**config.mk**
```make
export PLATFORM = sky130hd
export DESIGN_NAME = dtr_lane
export DESIGN_NICKNAME = d
export VERILOG_FILES = /design/src/rtl/core/dtr_pkg.sv /design/src/rtl/core/dtr_lane.sv
export SDC_FILE = /design/constraint.sdc
export NUM_CORES = 2
export LEC_CHECK = 0
export BUFFER_PORTS_ARGS = -buffer_cell sky130_fd_sc_hd__buf_2
export CAP_MARGIN = 20
export CORE_UTILIZATION = 67
export CTS_BUF_LIST = sky130_fd_sc_hd__clkbuf_8
export DETAILED_ROUTE_END_ITERATION = 6
export PLACE_DENSITY = 0.85
export SLEW_MARGIN = 20
export SYNTH_ARGS = -nofsm -noshare
export SYNTH_HDL_FRONTEND = slang
export SYNTH_SLANG_ARGS = --single-unit
```
**constraint.sdc**
```tcl
create_clock -name clk -period 11.4 [get_ports clk]
set_clock_uncertainty 0.15 [all_clocks]
set_input_delay 2.28 -clock clk [delete_from_list [all_inputs] [get_ports clk]]
set_output_delay 2.28 -clock clk [all_outputs]
set_load 0.01 [all_outputs]
```
**src/rtl/core/dtr_pkg.sv**
```systemverilog
`timescale 1ns / 1ps
package dtr_pkg;

  localparam int SIG_ENTRIES = 256;
  localparam int SIG_IW = $clog2(SIG_ENTRIES);

  typedef enum logic [1:0] {
    CMD_WRITE = 2'd0,
    CMD_TRAIN = 2'd1,
    CMD_READ  = 2'd2,
    CMD_NONE  = 2'd3
  } cmd_t;

  localparam logic [2:0] BIAS_SELECT = 3'd4;

  typedef enum logic [3:0] {
    ST_IDLE,
    ST_CMD,
    ST_RDATA,
    ST_RD,
    ST_NET,
    ST_SUM,
    ST_ACT,
    ST_DER,
    ST_G,
    ST_GX,
    ST_LR,
    ST_WB,
    ST_DONE
  } state_t;

  typedef struct packed {
    logic [1:0]         command;
    logic [1:0]         sel_class;
    logic [2:0]         sel_feature;
    logic signed [15:0] weight_value;
    logic signed [15:0] feature_0;
    logic signed [15:0] feature_1;
    logic signed [15:0] feature_2;
    logic signed [15:0] feature_3;
    logic signed [15:0] target_0;
    logic signed [15:0] target_1;
    logic signed [15:0] target_2;
    logic signed [15:0] target_3;
  } in_item_t;

  typedef struct packed {
    logic [15:0]        sample_error;
    logic signed [15:0] read_weight;
    logic               error_saturated;
  } out_item_t;

  typedef struct packed {
    logic ld_w;
    logic ld_gx;
    logic ld_q;
  } lane_ctl_t;

  typedef struct packed {
    logic ld_net;
    logic ld_f;
    logic ld_de;
    logic ld_g;
  } merge_ctl_t;

  typedef logic signed [15:0] sig_tab_t [SIG_ENTRIES];

  function automatic logic ovf16(input logic signed [31:0] v);
    return (v > 32'sd32767) || (v < -32'sd32768);
  endfunction

  function automatic logic signed [15:0] sat16(input logic signed [31:0] v);
    logic signed [15:0] r;
    if (v > 32'sd32767) begin
      r = 16'sh7fff;
    end else if (v < -32'sd32768) begin
      r = 16'sh8000;
    end else begin
      r = v[15:0];
    end
    return r;
  endfunction

  // Magnitude of tanh(a/2) in Q4.12, evaluated while the table is built.
  function automatic logic [15:0] half_tanh_mag(input logic [31:0] a);
    logic [63:0] one;
    logic [63:0] t;
    logic [63:0] t2;
    logic [63:0] t3;
    logic [63:0] t4;
    logic [63:0] u;
    logic [63:0] num;
    logic [63:0] den;
    logic [63:0] q;
    logic [63:0] rem;
    int k;
    int b;
    one = 64'd1 << 31;
    t = {32'd0, a} << 11;
    t2 = (t * t) >> 31;
    t3 = (t2 * t) >> 31;
    t4 = (t3 * t) >> 31;
    u = one - t + (t2 >> 1) - t3 / 64'd6 + t4 / 64'd24;
    for (k = 0; k < 8; k++) begin
      u = (u * u + (64'd1 << 30)) >> 31;
    end
    num = ((one - u) << 12) + ((one + u) >> 1);
    den = one + u;
    q = '0;
    rem = '0;
    for (b = 63; b >= 0; b--) begin
      rem = {rem[62:0], num[b]};
      if (rem >= den) begin
        rem = rem - den;
        q[b] = 1'b1;
      end
    end
    return q[15:0];
  endfunction

  function automatic sig_tab_t build_table();
    sig_tab_t tab;
    int i;
    int x;
    int ax;
    logic [15:0] m;
    for (i = 0; i < SIG_ENTRIES; i++) begin
      x = -32768 + (i * 65536) / SIG_ENTRIES;
      ax = (x < 0) ? -x : x;
      m = half_tanh_mag(32'(ax));
      tab[i] = (x < 0) ? -m : m;
    end
    return tab;
  endfunction

  localparam sig_tab_t SIG_TABLE = build_table();

endpackage

```
**src/rtl/core/dtr_lane.sv**
```systemverilog
`timescale 1ns / 1ps
module dtr_lane (
  input  logic                clk,
  input  dtr_pkg::lane_ctl_t  ctl,
  input  logic                active,
  input  logic signed [15:0]  x,
  input  logic signed [15:0]  w_rd,
  input  logic signed [18:0]  g,
  input  logic [15:0]         lr,
  output logic signed [31:0]  prod,
  output logic signed [15:0]  w_new,
  output logic                sat
);

  logic signed [15:0] w_r;
  logic signed [31:0] prod_r;
  logic signed [34:0] p_r;
  logic signed [51:0] q_r;
  logic signed [51:0] q_rnd;
  logic signed [23:0] delta;
  logic signed [25:0] ws;

  always_ff @(posedge clk) begin
    if (ctl.ld_w) begin
      w_r <= w_rd;
      prod_r <= active ? w_rd * x : 32'sd0;
    end
    if (ctl.ld_gx) begin
      p_r <= g * x;
    end
    if (ctl.ld_q) begin
      q_r <= $signed({1'b0, lr}) * p_r;
    end
  end

  always_comb begin
    q_rnd = q_r + 52'sd134217728 - 52'(q_r[51]);
    delta = q_rnd[51:28];
    ws = 26'(w_r) + 26'(delta);
    w_new = dtr_pkg::sat16(32'(ws));
    sat = dtr_pkg::ovf16(32'(ws));
  end

  assign prod = prod_r;

endmodule

```
==> results.md <==
- Root Driver: clkbuf_8
- Core Footprint: 70100 um^2
- # rows: 97
- Grt ovf: 0
- Fillers: 5157
- Full die area: 72200 um^2
- Hold Buf Count CTS: 0
- CP Data Arrival Time: 6.80 ns
- First-pass GRT wire length: roughly 190 mm
- Synth Net Count: ~6700
- CTS Buf Count: 17
- Pre-CTS setup slack: between 1.5 and 2 ns
- Pins Over Slew Limit: 0
- Clk sinks: 135
- Number of I/O pins: 121
- Largest cells by area after synthesis: fa_1 (46%), inv_1 (9.9%), ha_1 (9.6%)
- CTS resizes: 0
- Antenna violations before repair: 10
- Final Non-Filler Cells: 6041
- Hold Fails Final Rpt: 0
- Min Tclk post-route: 9.23 ns
- Initial Util: 67.9%
- Setup crit start kind: flip-flop
- Post-synth EDFFs: 135
- GRT Total Usage: 33.5%
- Worst-Margin Slew: ~0.95 ns
- H-tree depth: 4
- DRT Wirelength: 112 mm
- Wire per inst: ~19 um
- Synth unique cells: 84
- Post-synthesis cell area: 47700 um^2
- PortBufs: 120
- Setup Fix Bufs, Post-CTS: 0
- Largest area contributor in the netlist: fa_1
- Crit path max fanout: 14
- Worst Hold Class: reg -> reg
- Share of layout cells above drive strength 1: 3.79%
- Critical path endpoint category: output pin
- Dpl cells: 6001
- Most common cell after layout, fill and taps aside: inv_1
- Endpoints failing setup: 0
- Most frequent cells in the layout: inv_1 (1255), fa_1 (1098), nand2_1 (747), and2_1 (416), ha_1 (367)
- Register area share after synthesis: 8.51%
- Area growth, synth to finish: 3.06%
- Worst setup margin: between 2 and 2.5 ns
- Drt first pass iters: 6
- Ys async rst share: 0%
- Synthesized flop and latch total: ~140
- Final hold slack: 1.12 ns
- Fin crit share: 81.0%
- Top FF cell, synth: edfxtp_1
- CTS max path bufs: 2
- Slew HR: 36.4%
- TritonCTS clock tree: built
- CP Data Required Time: between 8 and 9 ns
- Vias/cell: 5.71
- Worst skew pair latency: 0.60 ns
- Floorplan die width: 269 um
- Largest net degree at the start of global routing: 53
- Max Cap Viol: 0
- Synth Area per Inst: between 9 and 10 um^2
- Drt drc: 0
- Yosys warning count: 0
- Hpwl dp: ~90 mm
- RSZ-0062 raised after global routing: no
- Layout Nets: between 6000 and 7000
- FMAX: around 110 MHz
- CP Class: reg -> out
- Post-DRT Antenna Nets: 0
- Area share of the largest cell type after synthesis: 46.1%
- Vias: 34500
- Chip height: roughly 270 um
- Syn Inst Count: 5136
- Register clock-pin slew on the reported worst setup and hold paths: 0.12 ns
- 1st-iter DRT viols: 2389
- Status: finished, final reports clean
- RD Place Congestion: 0.959
- Setup_tns: 0 ns
- Vias in the first global route: ~38000
[synth_stat cells, drive strengths merged (4+ instances only)]
cell,n
nor2b,20
o41ai,4
a211o,6
nor4,4
a21boi,5
o21a,19
o311ai,4
a311oi,5
edfxtp,135
nor2,98
fa,1098
o21bai,23
a2111oi,4
a211oi,17
nor3,24
nand3,25
o31ai,5
ha,367
o21ai,95
a31oi,13
a21o,79
or2,6
clkbuf,195
nand2,747
nand4,15
a221o,4
nand2b,46
xnor2,126
inv,1255
and2,417
and3,28
a22oi,5
a21oi,134
nor3b,4
or3,10
xor2,42
[path summary, 6_finish.rpt]
path	start	cells past startpoint	slack [ns]	endpoint
worst max-delay path	q_r[3]$_DFFE_PP_	26	2.17	w_new[2]
worst min-delay path	p_r[0]$_DFFE_PP_	1	1.12	q_r[0]$_DFFE_PP_
worst max register to register	p_r[21]$_DFFE_PP_	22	3.93	q_r[48]$_DFFE_PP_
worst min register to register	p_r[0]$_DFFE_PP_	1	1.12	q_r[0]$_DFFE_PP_
[cells by family after synthesis]
logic type,Yosys count,share of synthesized area [%]
buf+inv,1453,11.5
mux,3,0.0656
fa+ha+maj,1465,55.8
simple gates,1454,14.6
xor+xnor,168,3.09
compound gates,458,6.51
flops,135,8.51
[through the flow]
stage / util, % / instance area (um^2)
detailed placement: 69.4 / 48700
CTS: 70.0 / 49100
global route: 70.0 / 49100
finish: 70.0 / 49100
floorplan: - / 47700
global placement: 69.4 / 48700
[critical path, cell delays in order, from the launching register on]
cell and delay [ns]:
edfxtp_1 0.43, inv_1 0.08, ha_1 0.23, a211o_1 0.29
a31oi_1 0.24, o21ai_1 0.13, a311o_1 0.41, a21oi_1 0.16
o311ai_1 0.17, nor2b_1 0.17, o21a_1 0.19, o41ai_2 0.31
o21ai_0 0.20, xor2_1 0.41, ha_1 0.38, nand3_1 0.13
o22ai_1 0.11, nor2_1 0.10, nand3_1 0.10, o21ai_2 0.26
mux2_2 0.38, nor4_1 0.41, nand4_1 0.17, nor3_2 0.26
or2b_4 0.24, o21ai_0 0.11, buf_2 0.16
[state kept, by name, indices dropped and copies added, names as in the netlist]
signal and count:
q_r 52, w_r 16, p_r 35, prod 32
[layer usage]
layer  share of wire [%]  wire [um]  GRT usage [%]
met5               0.018         20              0
met4                 4.7       5310           16.0
met3                 7.3       8140           5.56
met2                  50      56200           57.3
met1                  38      42300           41.5
[final cells by class]
class                      instances  area [um^2]  area share (%)
multi-input combinational       3548        38100            77.7
inverter                        1255         4710            9.59
sequential                       135         4050            8.25
tap                              940         1180            2.39
timing repair buffer             123          623            1.27
clock buffer                      17          234           0.476
clock inverter                    15          155           0.316
antenna                            8         20.0          0.0408
Power is not shown: default switching activity piles up to over one toggle a cycle in this logic, so the estimate is an artifact.
