### src/rtl/core/dtr_pkg.sv
`timescale 1ns / 1ps
package dtr_pkg;

  localparam int SIG_ENTRIES = 256;
  localparam int SIG_IW = $clog2(SIG_ENTRIES);

  typedef enum logic [1:0] {
    CMD_WRITE = 2'd0,
    CMD_TRAIN = 2'd1,
    CMD_READ  = 2'd2,
    CMD_NONE  = 2'd3
  } cmd_t;

  localparam logic [2:0] BIAS_SELECT = 3'd4;

  typedef enum logic [3:0] {
    ST_IDLE,
    ST_CMD,
    ST_RDATA,
    ST_RD,
    ST_NET,
    ST_SUM,
    ST_ACT,
    ST_DER,
    ST_G,
    ST_GX,
    ST_LR,
    ST_WB,
    ST_DONE
  } state_t;

  typedef struct packed {
    logic [1:0]         command;
    logic [1:0]         sel_class;
    logic [2:0]         sel_feature;
    logic signed [15:0] weight_value;
    logic signed [15:0] feature_0;
    logic signed [15:0] feature_1;
    logic signed [15:0] feature_2;
    logic signed [15:0] feature_3;
    logic signed [15:0] target_0;
    logic signed [15:0] target_1;
    logic signed [15:0] target_2;
    logic signed [15:0] target_3;
  } in_item_t;

  typedef struct packed {
    logic [15:0]        sample_error;
    logic signed [15:0] read_weight;
    logic               error_saturated;
  } out_item_t;

  typedef struct packed {
    logic ld_w;
    logic ld_gx;
    logic ld_q;
  } lane_ctl_t;

  typedef struct packed {
    logic ld_net;
    logic ld_f;
    logic ld_de;
    logic ld_g;
  } merge_ctl_t;

  typedef logic signed [15:0] sig_tab_t [SIG_ENTRIES];

  function automatic logic ovf16(input logic signed [31:0] v);
    return (v > 32'sd32767) || (v < -32'sd32768);
  endfunction

  function automatic logic signed [15:0] sat16(input logic signed [31:0] v);
    logic signed [15:0] r;
    if (v > 32'sd32767) begin
      r = 16'sh7fff;
    end else if (v < -32'sd32768) begin
      r = 16'sh8000;
    end else begin
      r = v[15:0];
    end
    return r;
  endfunction

  // Magnitude of tanh(a/2) in Q4.12, evaluated while the table is built.
  function automatic logic [15:0] half_tanh_mag(input logic [31:0] a);
    logic [63:0] one;
    logic [63:0] t;
    logic [63:0] t2;
    logic [63:0] t3;
    logic [63:0] t4;
    logic [63:0] u;
    logic [63:0] num;
    logic [63:0] den;
    logic [63:0] q;
    logic [63:0] rem;
    int k;
    int b;
    one = 64'd1 << 31;
    t = {32'd0, a} << 11;
    t2 = (t * t) >> 31;
    t3 = (t2 * t) >> 31;
    t4 = (t3 * t) >> 31;
    u = one - t + (t2 >> 1) - t3 / 64'd6 + t4 / 64'd24;
    for (k = 0; k < 8; k++) begin
      u = (u * u + (64'd1 << 30)) >> 31;
    end
    num = ((one - u) << 12) + ((one + u) >> 1);
    den = one + u;
    q = '0;
    rem = '0;
    for (b = 63; b >= 0; b--) begin
      rem = {rem[62:0], num[b]};
      if (rem >= den) begin
        rem = rem - den;
        q[b] = 1'b1;
      end
    end
    return q[15:0];
  endfunction

  function automatic sig_tab_t build_table();
    sig_tab_t tab;
    int i;
    int x;
    int ax;
    logic [15:0] m;
    for (i = 0; i < SIG_ENTRIES; i++) begin
      x = -32768 + (i * 65536) / SIG_ENTRIES;
      ax = (x < 0) ? -x : x;
      m = half_tanh_mag(32'(ax));
      tab[i] = (x < 0) ? -m : m;
    end
    return tab;
  endfunction

  localparam sig_tab_t SIG_TABLE = build_table();

endpackage

### src/rtl/core/dtr_merge.sv
`timescale 1ns / 1ps
module dtr_merge #(
  parameter int NLANE = 4
) (
  input  logic                clk,
  input  dtr_pkg::merge_ctl_t ctl,
  input  logic signed [31:0]  prods [NLANE],
  input  logic signed [15:0]  bias,
  input  logic signed [15:0]  target,
  output logic signed [18:0]  g,
  output logic signed [17:0]  e
);

  logic signed [35:0] acc;
  logic signed [35:0] acc_rnd;
  logic signed [23:0] net24;
  logic signed [15:0] net_r;
  logic [15:0]        net_off;
  logic [28:0]        idx_prod;
  logic [dtr_pkg::SIG_IW-1:0] idx;
  logic signed [15:0] f_r;
  logic signed [31:0] ff;
  logic [31:0]        ff_rnd;
  logic signed [13:0] dd;
  logic signed [12:0] d_r;
  logic signed [17:0] e_r;
  logic signed [30:0] ed;
  logic signed [30:0] ed_rnd;
  logic signed [18:0] g_r;

  always_comb begin
    acc = {{8{bias[15]}}, bias, 12'd0};
    for (int j = 0; j < NLANE; j++) begin
      acc = acc + 36'(prods[j]);
    end
    acc_rnd = acc + 36'sd2048 - 36'(acc[35]);
    net24 = acc_rnd[35:12];
    net_off = {~net_r[15], net_r[14:0]};
    idx_prod = 29'(net_off) * 29'(dtr_pkg::SIG_ENTRIES);
    idx = dtr_pkg::SIG_IW'(idx_prod >> 16);
    ff = f_r * f_r;
    ff_rnd = ff + 32'd2048;
    dd = 14'sd4096 - 14'(ff_rnd[31:12]);
    ed = e_r * d_r;
    ed_rnd = ed + 31'sd2048 - 31'(ed[30]);
  end

  always_ff @(posedge clk) begin
    if (ctl.ld_net) begin
      net_r <= dtr_pkg::sat16(32'(net24));
    end
    if (ctl.ld_f) begin
      f_r <= dtr_pkg::SIG_TABLE[idx];
    end
    if (ctl.ld_de) begin
      d_r <= dd[13:1];
      e_r <= 18'(target) - 18'(f_r);
    end
    if (ctl.ld_g) begin
      g_r <= ed_rnd[30:12];
    end
  end

  assign g = g_r;
  assign e = e_r;

endmodule

### config.mk
export PLATFORM = sky130hd
export DESIGN_NAME = dtr_merge
export DESIGN_NICKNAME = d
export VERILOG_FILES = /design/src/rtl/core/dtr_pkg.sv /design/src/rtl/core/dtr_merge.sv
export SDC_FILE = /design/constraint.sdc
export NUM_CORES = 2
export LEC_CHECK = 0
export BUFFER_PORTS_ARGS = -buffer_cell sky130_fd_sc_hd__buf_2
export CAP_MARGIN = 20
export CORE_MARGIN = 1
export CORE_UTILIZATION = 40
export DETAILED_ROUTE_END_ITERATION = 7
export PLACE_DENSITY = 0.59
export SYNTH_ARGS = -nofsm -noshare
export SYNTH_HDL_FRONTEND = slang
export SYNTH_SLANG_ARGS = --single-unit
export TNS_END_PERCENT = 50
### constraint.sdc
create_clock -name clk -period 13.3 [get_ports clk]
set_input_delay 1.995 -clock clk [delete_from_list [all_inputs] [get_ports clk]]
set_output_delay 1.995 -clock clk [all_outputs]
set_load 0.005 [all_outputs]
==> flow_summary.json <==
{
  "status": "finished clean",
  "core_region_area_um2": 67800,
  "final_hold_viol_count": 0,
  "cts_buffer_depth": 2,
  "synth_area_leaders": "fa_1 34%, ha_1 13%, inv_1 11%",
  "slew_viol_final": 0,
  "drive_gt1_share_pct": 8.06,
  "hold_path.class": "reg -> reg",
  "fin_setup_tns_ps": 0,
  "htree_levels": 3,
  "critPathKind": "in -> reg",
  "grt_antenna_before_repair": 2,
  "hpwl_mm": 55.0,
  "yosysTopAreaCell": "fa_1",
  "grt_pass1_vias": 22500,
  "ant_nets": 0,
  "grt_overflow_total": 0,
  "finalSetupViolCount": 0,
  "grt_pass1_wl_mm": 112,
  "vias": 22100,
  "startpoint_type": "input port",
  "die_w_um": 265,
  "finalCritPeriodShare_pct": 66.2,
  "synthMuxAreaShare_pct": 0.507,
  "gp_congestion": 0.976,
  "synth_simple_gate_area_share_pct": 13.4,
  "cts_resized": 0,
  "finalCriticalPeriod_ps": 8800,
  "cts_tree": "built",
  "fp.dieH_um": 265,
  "synthArstFlopShare_pct": 0,
  "synth_top_family_by_area": "adder cells",
  "fmax_mhz": 114,
  "rr_worst_depth": 29,
  "synth_warnings": 0,
  "cts.sinks": 70,
  "postCtsSetupBuffers": 0,
  "drcViolationCount": 0,
  "syn_inst": 3291,
  "wire_per_inst_um": 15.7,
  "cp.required_ps": 13440,
  "path_clk_slew_ps": 70,
  "syn-num-nets": 4206,
  "wl_mm": 67.0,
  "io_buffers": 201,
  "final_util_pct": 43.7,
  "cpMaxStageDelayCell": "fa_1",
  "row_count": 95,
  "areaGrowthSynthToFinish_pct": 7.22,
  "ys_types": 97,
  "cp.arrival_ps": 8940,
  "routed_via_density": 5.17,
  "ys_top_cells_by_count": "776 x inv_1, 469 x fa_1, 305 x nand2_1",
  "drv_cap": 0,
  "drt_iter0_markers": 1566,
  "fillers": 6868,
  "synth-edff-count": 70,
  "netlist_area_um2": 27600,
  "yosys_most_used_dff": "edfxtp_1",
  "synth_most_common_cell": "inv_1",
  "ys_seq_elements": 70,
  "cts_hold_buf": 0,
  "critPathCaptureType": "flop",
  "yosysTopAreaCellShare_pct": 34.0,
  "rsz0062_at_grt": "no",
  "avgSynthCellArea_um2": 8.39,
  "synth_xor_area_share_pct": 4.82,
  "clock-root-buffer": "clkbuf_16",
  "hold_depth": 3,
  "initial_core_util_pct": 40.8,
  "grt_use_total_pct": 19.9,
  "clk_latency_ps": 380,
  "fin_skew_ps": 13.9,
  "final_nets": 4308,
  "cp_max_fo": 7,
  "worst_pin_slew_ps": 1020,
  "crit_path_max_incr_delay_ps": 510,
  "ys_seq_area_share_pct": 7.61,
  "slew_headroom_pct": 32.1,
  "grt_max_degree": 72,
  "drtPass1Iterations": 8,
  "yosys.area_share.adder_pct": 46.7,
  "cts_buffers": 9,
  "io-pin-count": 202,
  "die_area_um2": 70100,
  "synth_compound_area_share_pct": 14.6
}
==> registers in the layout, summed over array words and instances, names as in the netlist <==
register and cells:
g 19, e 17, net_r 8, f_r 13, d_r 13
==> cells by family (layout without fill, tap and decap cells) <==
logic type / Yosys count / after routing
and+or+nand+nor: 803 / 803
xor gates and xnor gates: 147 / 147
AOI/OAI and AO/OA: 607 / 607
adders and majority gates: 750 / 750
muxes: 9 / 9
DFF: 70 / 70
other: 0 / 1
buffers and inverters: 905 / 1012
==> per-stage QoR <==
| stage | cells | worst slack, ps | area [um^2] | hold WS, ps |
|---|---|---|---|---|
| global route | 4271 | 3950 | 29600 | 979 |
| finish | 4272 | 4500 | 29600 | 949 |
| detailed placement | 4255 | 4150 | 29400 | 919 |
| CTS | 4271 | 4520 | 29600 | 938 |
| floorplan | 3291 | 4830 | 27600 | 424 |
| global placement | 4255 | 4380 | 29400 | 918 |
==> layout make-up <==
| cell class | count | area [um^2] | area share [%] |
|---|---|---|---|
| multi-input combinational | 2316 | 22100 | 74.7 |
| inverter | 781 | 2930 | 9.90 |
| sequential | 70 | 2100 | 7.10 |
| timing repair buffer | 215 | 1110 | 3.75 |
| tap | 873 | 1090 | 3.69 |
| clock buffer | 10 | 229 | 0.773 |
| clock inverter | 6 | 37.5 | 0.127 |
| antenna | 1 | 2.50 | 0.00845 |
==> metal layers <==
metal	routed length (um)	part of all wire, %	track usage [%]	vias up
met4	1420	2.1	5.25	4
met3	3630	5.4	2.93	111
li1	-	-	-	10600
met5	32	0.048	0	-
met1	28800	43	25.9	10800
met2	33100	49	34.3	585
==> worst max-delay path, delay by kind of cell <==
family                   cells  cell delay (ps)
adder cells (fa/ha/maj)      6             2340
AO/OA/AOI/OAI               13             2220
AND/OR/NAND/NOR              8             1830
XOR/XNOR                     2              330
buffers and inverters        4              220
==> final timing paths <==
check                               from         to  slack, ps
worst min register to register    f_r[1]       e[1]        950
worst max register to register    d_r[4]      g[17]       5190
worst max-delay path            prods[2]  net_r[13]       4500
worst min-delay path              f_r[1]       e[1]        950
==> cell usage in the layout, fill, tap and decap left out, types with 26 or more instances in the layout <==
cell type and instances:
a21o_1 71, a21oi_1 157, and2_1 86, buf_2 201
edfxtp_1 70, fa_1 469, ha_1 281, inv_1 776
nand2_1 305, nand2b_1 39, nand3_1 42, nor2_1 198
nor3_1 38, o21a_1 26, o21ai_0 142, xnor2_1 95
xor2_1 47
Power is left out: the tool's default activity adds up to more than one toggle a clock period on the data nets, which glitch-free logic cannot reach.
