### src/rtl/core/dtr_ram.sv
`timescale 1ns / 1ps
module dtr_ram #(
  parameter int WIDTH = 16,
  parameter int DEPTH = 4
) (
  input  logic                                  clk,
  input  logic                                  we,
  input  logic [(DEPTH > 1 ? $clog2(DEPTH) : 1)-1:0] addr,
  input  logic [WIDTH-1:0]                      wdata,
  output logic [WIDTH-1:0]                      rdata
);

  logic [WIDTH-1:0] mem_r [DEPTH];

  always_ff @(posedge clk) begin
    if (we) begin
      mem_r[addr] <= wdata;
    end
    rdata <= mem_r[addr];
  end

endmodule

### config.mk
export PLATFORM = sky130hd
export DESIGN_NAME = dtr_ram
export DESIGN_NICKNAME = d
export VERILOG_FILES = /design/src/rtl/core/dtr_ram.sv
export SDC_FILE = /design/constraint.sdc
export NUM_CORES = 1
export LEC_CHECK = 0
export ABC_AREA = 1
export BUFFER_PORTS_ARGS = -buffer_cell sky130_fd_sc_hd__buf_2
export CORE_MARGIN = 8
export CORE_UTILIZATION = 40
export DETAILED_ROUTE_END_ITERATION = 7
export MAX_ROUTING_LAYER = met4
export PLACE_DENSITY = 0.66
export SYNTH_ARGS = -nofsm -noshare
export SYNTH_HDL_FRONTEND = slang
export SYNTH_SLANG_ARGS = --single-unit
### constraint.sdc
create_clock -name clk -period 2.6 [get_ports clk]
set_input_delay 0.39 -clock clk [delete_from_list [all_inputs] [get_ports clk]]
set_output_delay 0.39 -clock clk [all_outputs]
set_load 0.005 [all_outputs]
==> results of run 1 <==
[state kept, by name, indices dropped and copies added, names as in the netlist]
signal / cells
mem_r: 64
rdata: 16
[final cells by class]
class,instances,share of cell area (%)
clock buffers,10,3.78
flip-flops and latches,80,66.5
multi-input cells,148,18.4
well taps,99,3.67
inverters,3,0.557
repair buffers,40,6.31
clock inverters,6,0.779
[critical path: stages]
cell and delay (ns):
buf_2 0.40, inv_8 0.19, nor3_2 0.34, buf_4 0.29
[synthesized netlist by cell type]
cell type,instances,area share (%)
buf_4,4,1.0
dfxtp_1,16,11
edfxtp_1,64,64
nor3_2,2,0.67
buf_12,2,1.3
inv_1,1,0.13
nand2_2,16,3.4
buf_6,4,1.5
inv_2,1,0.13
nand2_1,128,16
inv_8,1,0.38
nor3_1,2,0.34
[power by group through the flow]
| stage | Sequential (uW) | Combinational, uW | Clock [uW] |
|---|---|---|---|
| 6_report | 1480 | 166 | 743 |
| 5_1_grt | 1480 | 190 | 810 |
| 4_1_cts | 1480 | 171 | 768 |
| 3_5_place_dp | 1500 | 171 | 0 |
| 3_3_place_gp | 1500 | 167 | 0 |
| 2_1_floorplan | 1510 | 104 | 0 |
[worst paths after layout]
| check | startpoint | end | slack (ns) | cells past startpoint |
|---|---|---|---|---|
| setup reg to reg | mem_r[1][4] | rdata[4] | 1.85 | 4 |
| hold / removal | wdata[4] | mem_r[1][4] | 0.26 | 1 |
| hold reg to reg | mem_r[1][8] | rdata[8] | 0.53 | 4 |
| setup / recovery | addr[0] | mem_r[3][7] | 1.0 | 4 |
[metrics by stage]
step	worst slack (ns)	instance area (um^2)	hold WS (ns)
global route	0.898	3370	0.252
CTS	1.00	3370	0.247
finish	0.999	3370	0.260
floorplan	0.331	2990	0.489
detailed placement	0.630	3220	0.521
global placement	0.707	3220	0.519
[metal layers]
metal	up-vias	share of wire (%)	track usage, %
met2	32	51	18.9
met4	0	2.6	6.77
li1	869	-	-
met1	789	43	11.3
met5	-	0	-
met3	12	3.1	2.38
[logic make-up (layout without fill, tap and decap cells)]
logic type	count (synthesis)	count (layout)	synth area share, %
buffers and inverters	13	59	4.48
AND/OR/NAND/NOR	148	148	20.4
flip-flops	80	80	75.1
==> metrics, run 1 <==
TritonRoute pass-1 iters 4; Top-Level Pins 36; gr ovfl total 0; status complete, no violations; Leakage 0.00142 uW; TNS Setup 0 ns; DRT iter0 DRCs 46; CTS buffer count 9; PwrDens 707 nW/um^2; Yosys cell types 12; H-Tree Depth 3; final-report max-slew violation count 0; fin crit period between 1.5 and 2 ns; number of global-route vias before repair 1755; largest net degree at the start of global routing 35; worst min path class in2reg; Fill cells between 600 and 700; Finish-stage setup viols 0; syn_area_per_cell approximately 12 um^2; Syn Std Cell Area 2990 um^2; first-pass GRT wire length ~8300 um; CP arrival about 1.6 ns; area of the multi-input gates 621 um^2; most frequent cells in the layout nand2_1 (128), edfxtp_1 (64), buf_2 (35); layout cells sized above 1 between 20% and 30%; yosys warns 0; Comb power frac under 10%; initial antenna violation count 0; Core ar. between 7000 and 8000 um^2; I/O Buffers 35; FF/Latch Area about 2200 um^2; Final Hold Fails 0; CTS Hold Bufs 0; final period utilization 61.6%; Fmax between 0.6 and 0.7 GHz; most common cell after layout, fill and taps aside nand2_1; critical setup path kind in2reg; WP data required 2.64 ns; Routed wire per std cell 13.5 um; Slew HR 67.5%; worst-case clock buffer depth 2; DR DRC count 0; setup bufs post-CTS 0; initial core utilization 41.2%; total power 2380 uW; Slew @ Worst Pin 0.488 ns; FP Rows 31; post-CTS sizing 0; Die H 102 um; max-cap violations 0; type of origin of the critical path input port; clock power share about 31%; CTS tree yes; GRT Util Overall 11.0%; area of the die 10500 um^2; sequential share of the synthesized area 75.1%; DP Cell Count 370; Seq pwr share 61.9%; post-DR vias/cell 4.41; internal power about 1800 uW; CTS root buffer clkbuf_8; clk_skew about 0.0086 ns; Net Sw Power 535 uW; Antenna Nets Post-Route 0; Mapped Cells about 240; RSZ-0062 raised after global routing no; Skew-Pair Late Insertion Delay 0.34 ns; Routed WL approximately 5200 um; synthesized flop and latch total 80; maximum VDD drop 298 uV; Layout Cells excl Fill roughly 390; HPWL Detailed 3380 um; Final nets 302; DIE WIDTH 102 um; Crit. End Element flop; clock-pin slew on the worst setup and hold paths 0.08 ns; # diodes 0; GP Congestion approximately 0.76; switching power share of the total between 20 and 25%; Final Util 46.5%; syn nets 261; vias between 1500 and 2000; Layout Area Growth over Synthesis 12.9%; worst-path maximum fanout 34; Sink Count 80
Note: power is estimated with default switching activity, not from simulation.
==> run 2, diff against run 1 <==
--- a/config.mk
+++ b/config.mk
@@ -5,13 +5,13 @@
 export SDC_FILE = /design/constraint.sdc
 export NUM_CORES = 1
 export LEC_CHECK = 0
-export ABC_AREA = 1
+export ABC_AREA = 0
 export BUFFER_PORTS_ARGS = -buffer_cell sky130_fd_sc_hd__buf_2
 export CORE_MARGIN = 8
 export CORE_UTILIZATION = 40
 export DETAILED_ROUTE_END_ITERATION = 7
 export MAX_ROUTING_LAYER = met4
-export PLACE_DENSITY = 0.66
+export PLACE_DENSITY = 0.67
 export SYNTH_ARGS = -nofsm -noshare
 export SYNTH_HDL_FRONTEND = slang
 export SYNTH_SLANG_ARGS = --single-unit
==> constraint.sdc (replaced) <==
create_clock -name clk -period 1.6 [get_ports clk]
set_input_delay 0.24 -clock clk [delete_from_list [all_inputs] [get_ports clk]]
set_output_delay 0.24 -clock clk [all_outputs]
set_load 0.005 [all_outputs]
==> metrics, run 2 <==
status complete, no violations; clock-pin slew on the worst setup and hold paths 0.08 ns; Slew HR 82.7%; largest net degree at the start of global routing 15; slowest CP cell dfxtp_1; Syn Std Cell Area 2670 um^2; Layout Cells excl Fill 239; initial antenna violation count 0; CTS buffer count 9; Largest stage delay, worst path 0.34 ns; WHS Endpoint mem_r[1][7]; worst min path class in2reg; Routed wire per std cell 18.6 um; initial core utilization 41.8%; max reg flops 64; Main synth FF type edfxtp_1; Sink Count 80; PwrDens 1260 nW/um^2; Skew-Pair Late Insertion Delay ~0.34 ns; Finish-stage setup viols 0; Final Util about half; DIE WIDTH 97.6 um; worst path cell trace buf_2; I/O Buffers 35; final period utilization 65.5%; synthesized flop and latch total 80; HP Start wdata[7]; post-DR vias/cell 5.02; Async SR Flop Fraction 0%; maximum VDD drop 613 uV; gr ovfl total 0; first-pass GRT wire length between 7000 and 8000 um; RSZ-0062 raised after global routing no; vias 1199; most common cell in the netlist edfxtp_1; list of most frequent post-synthesis cells edfxtp_1 (64), dfxtp_1 (16), mux4_2 (16); Buf/Inv on CP 1; Hold Path Stages 1; worst-case clock buffer depth 2; Antenna Nets Post-Route 0; Slew @ Worst Pin 0.259 ns; max-cap violations 0; Top reg by flops mem_r; area of the multi-input gates between 300 and 400 um^2; r2r setup slk 0.61 ns; sequential share of the synthesized area 84.1%; Reg-to-Reg Start mem_r[3][14]; GRT Util Overall 10.1%; top flop regs mem_r (64), rdata (16); Yosys cell types 8; FP Rows 29; CTS tree yes; Fmax 0.955 GHz; Synth top area share 72.1%; setup bufs post-CTS 0; clk_skew 0.00673 ns; CP arrival 0.81 ns; Mapped Cells 104; H-Tree Depth 3; CTS root buffer clkbuf_8; Core ar. 6390 um^2; Die H approximately 100 um; # diodes 0; syn_area_per_cell 25.6 um^2; Final Hold Fails 0; yosys warns 0; FF-to-FF End rdata[14]; layout cells sized above 1 between 40% and 50%; DP Cell Count 223; syn nets between 100 and 150; final-report max-slew violation count 0; Leakage 0.00114 uW; most frequent cells in the layout edfxtp_1 (64), buf_2 (35), mux4_2 (16), dfxtp_1 (16), buf_4 (10); Layout Area Growth over Synthesis 20.1%; Fill cells 512; most common cell after layout, fill and taps aside edfxtp_1; FF/Latch Area between 2000 and 2500 um^2; TritonRoute pass-1 iters 4; Post-synth EDFFs 64; DRT iter0 DRCs 32; HPWL Detailed 3180 um; post-CTS sizing 0; worst-path maximum fanout 1; Top delay family on crit path flip-flops; Routed WL 4450 um; Top-Level Pins 36; type of origin of the critical path flop; Crit. End Element output pin; WP data required around 1.4 ns; synth top area cells edfxtp_1 (72%), mux4_2 (14%), dfxtp_1 (12%); Yosys top cell by area edfxtp_1; DR DRC count 0; GP Congestion about 0.73; TNS Setup 0 ns; CTS Hold Bufs 0; R2R cell count 1; critical setup path kind reg2out; Final nets 177; number of global-route vias before repair 1385; area of the die 9530 um^2; fin crit period 1.05 ns
==> run 2: cell types whose count changed in the layout (fill, tap and decap cells not counted), moves of 2 or more <==
cell,delta
mux4_2,+16
clkinv_2,-2
clkinv_1,-2
and3b_1,+2
nand2_2,-16
nor3_2,-4
clkinv_4,+3
buf_4,+5
nand2_1,-128
==> run 2: worst max path at each step <==
stage          slack (ns)       from  depth (start not counted)      endpoint
2_1_floorplan        0.08    addr[1]                          2   mem_r[0][0]
3_3_place_gp         0.32    addr[0]                          3  mem_r[2][10]
3_5_place_dp         0.30    addr[1]                          3  mem_r[2][10]
4_1_cts              0.53  rdata[14]                          1     rdata[14]
5_1_grt              0.51  rdata[14]                          1     rdata[14]
6_report             0.55  rdata[14]                          1     rdata[14]
==> run 2: layer usage <==
metal	global-route usage, %	vias up	share of wire, %
met1	10.9	613	42
met5	-	-	0
li1	-	536	-
met2	15.3	46	50
met4	4.20	0	0.63
met3	5.48	4	7.6
==> run 2: through the flow <==
| step | hold slack, ns | setup WS, ns | power [uW] | instance area (um^2) |
|---|---|---|---|---|
| 2_1_floorplan | 0.339 | 0.0785 | 2550 | 2670 |
| 3_3_place_gp | 0.453 | 0.321 | 2670 | 3010 |
| 3_5_place_dp | 0.465 | 0.296 | 2690 | 3010 |
| 4_1_cts | 0.0903 | 0.534 | 4090 | 3200 |
| 5_1_grt | 0.0905 | 0.515 | 4180 | 3200 |
| 6_report | 0.112 | 0.553 | 4040 | 3200 |
==> run 2: layout make-up <==
type	count	area share, %
well taps	77	3.01
clock buffers	9	3.87
repair buffers	46	8.44
flip-flops and latches	80	70.0
clock inverters	7	2.27
multi-input cells	20	12.4
==> run 2: cell families (layout without fill, tap and decap cells) <==
family | Yosys count | count (layout) | synth area share (%)
buffers and inverters | 4 | 62 | 1.22
flip-flops | 80 | 80 | 84.1
multiplexers | 16 | 16 | 13.5
AND/OR/NAND/NOR | 4 | 4 | 1.17
==> run 2: report_power, final <==
group,internal (uW),switching [uW],leakage (uW)
sequential,2370,30.5,0.000723
combinational,122,107,0.000324
clock,719,688,0.0000968
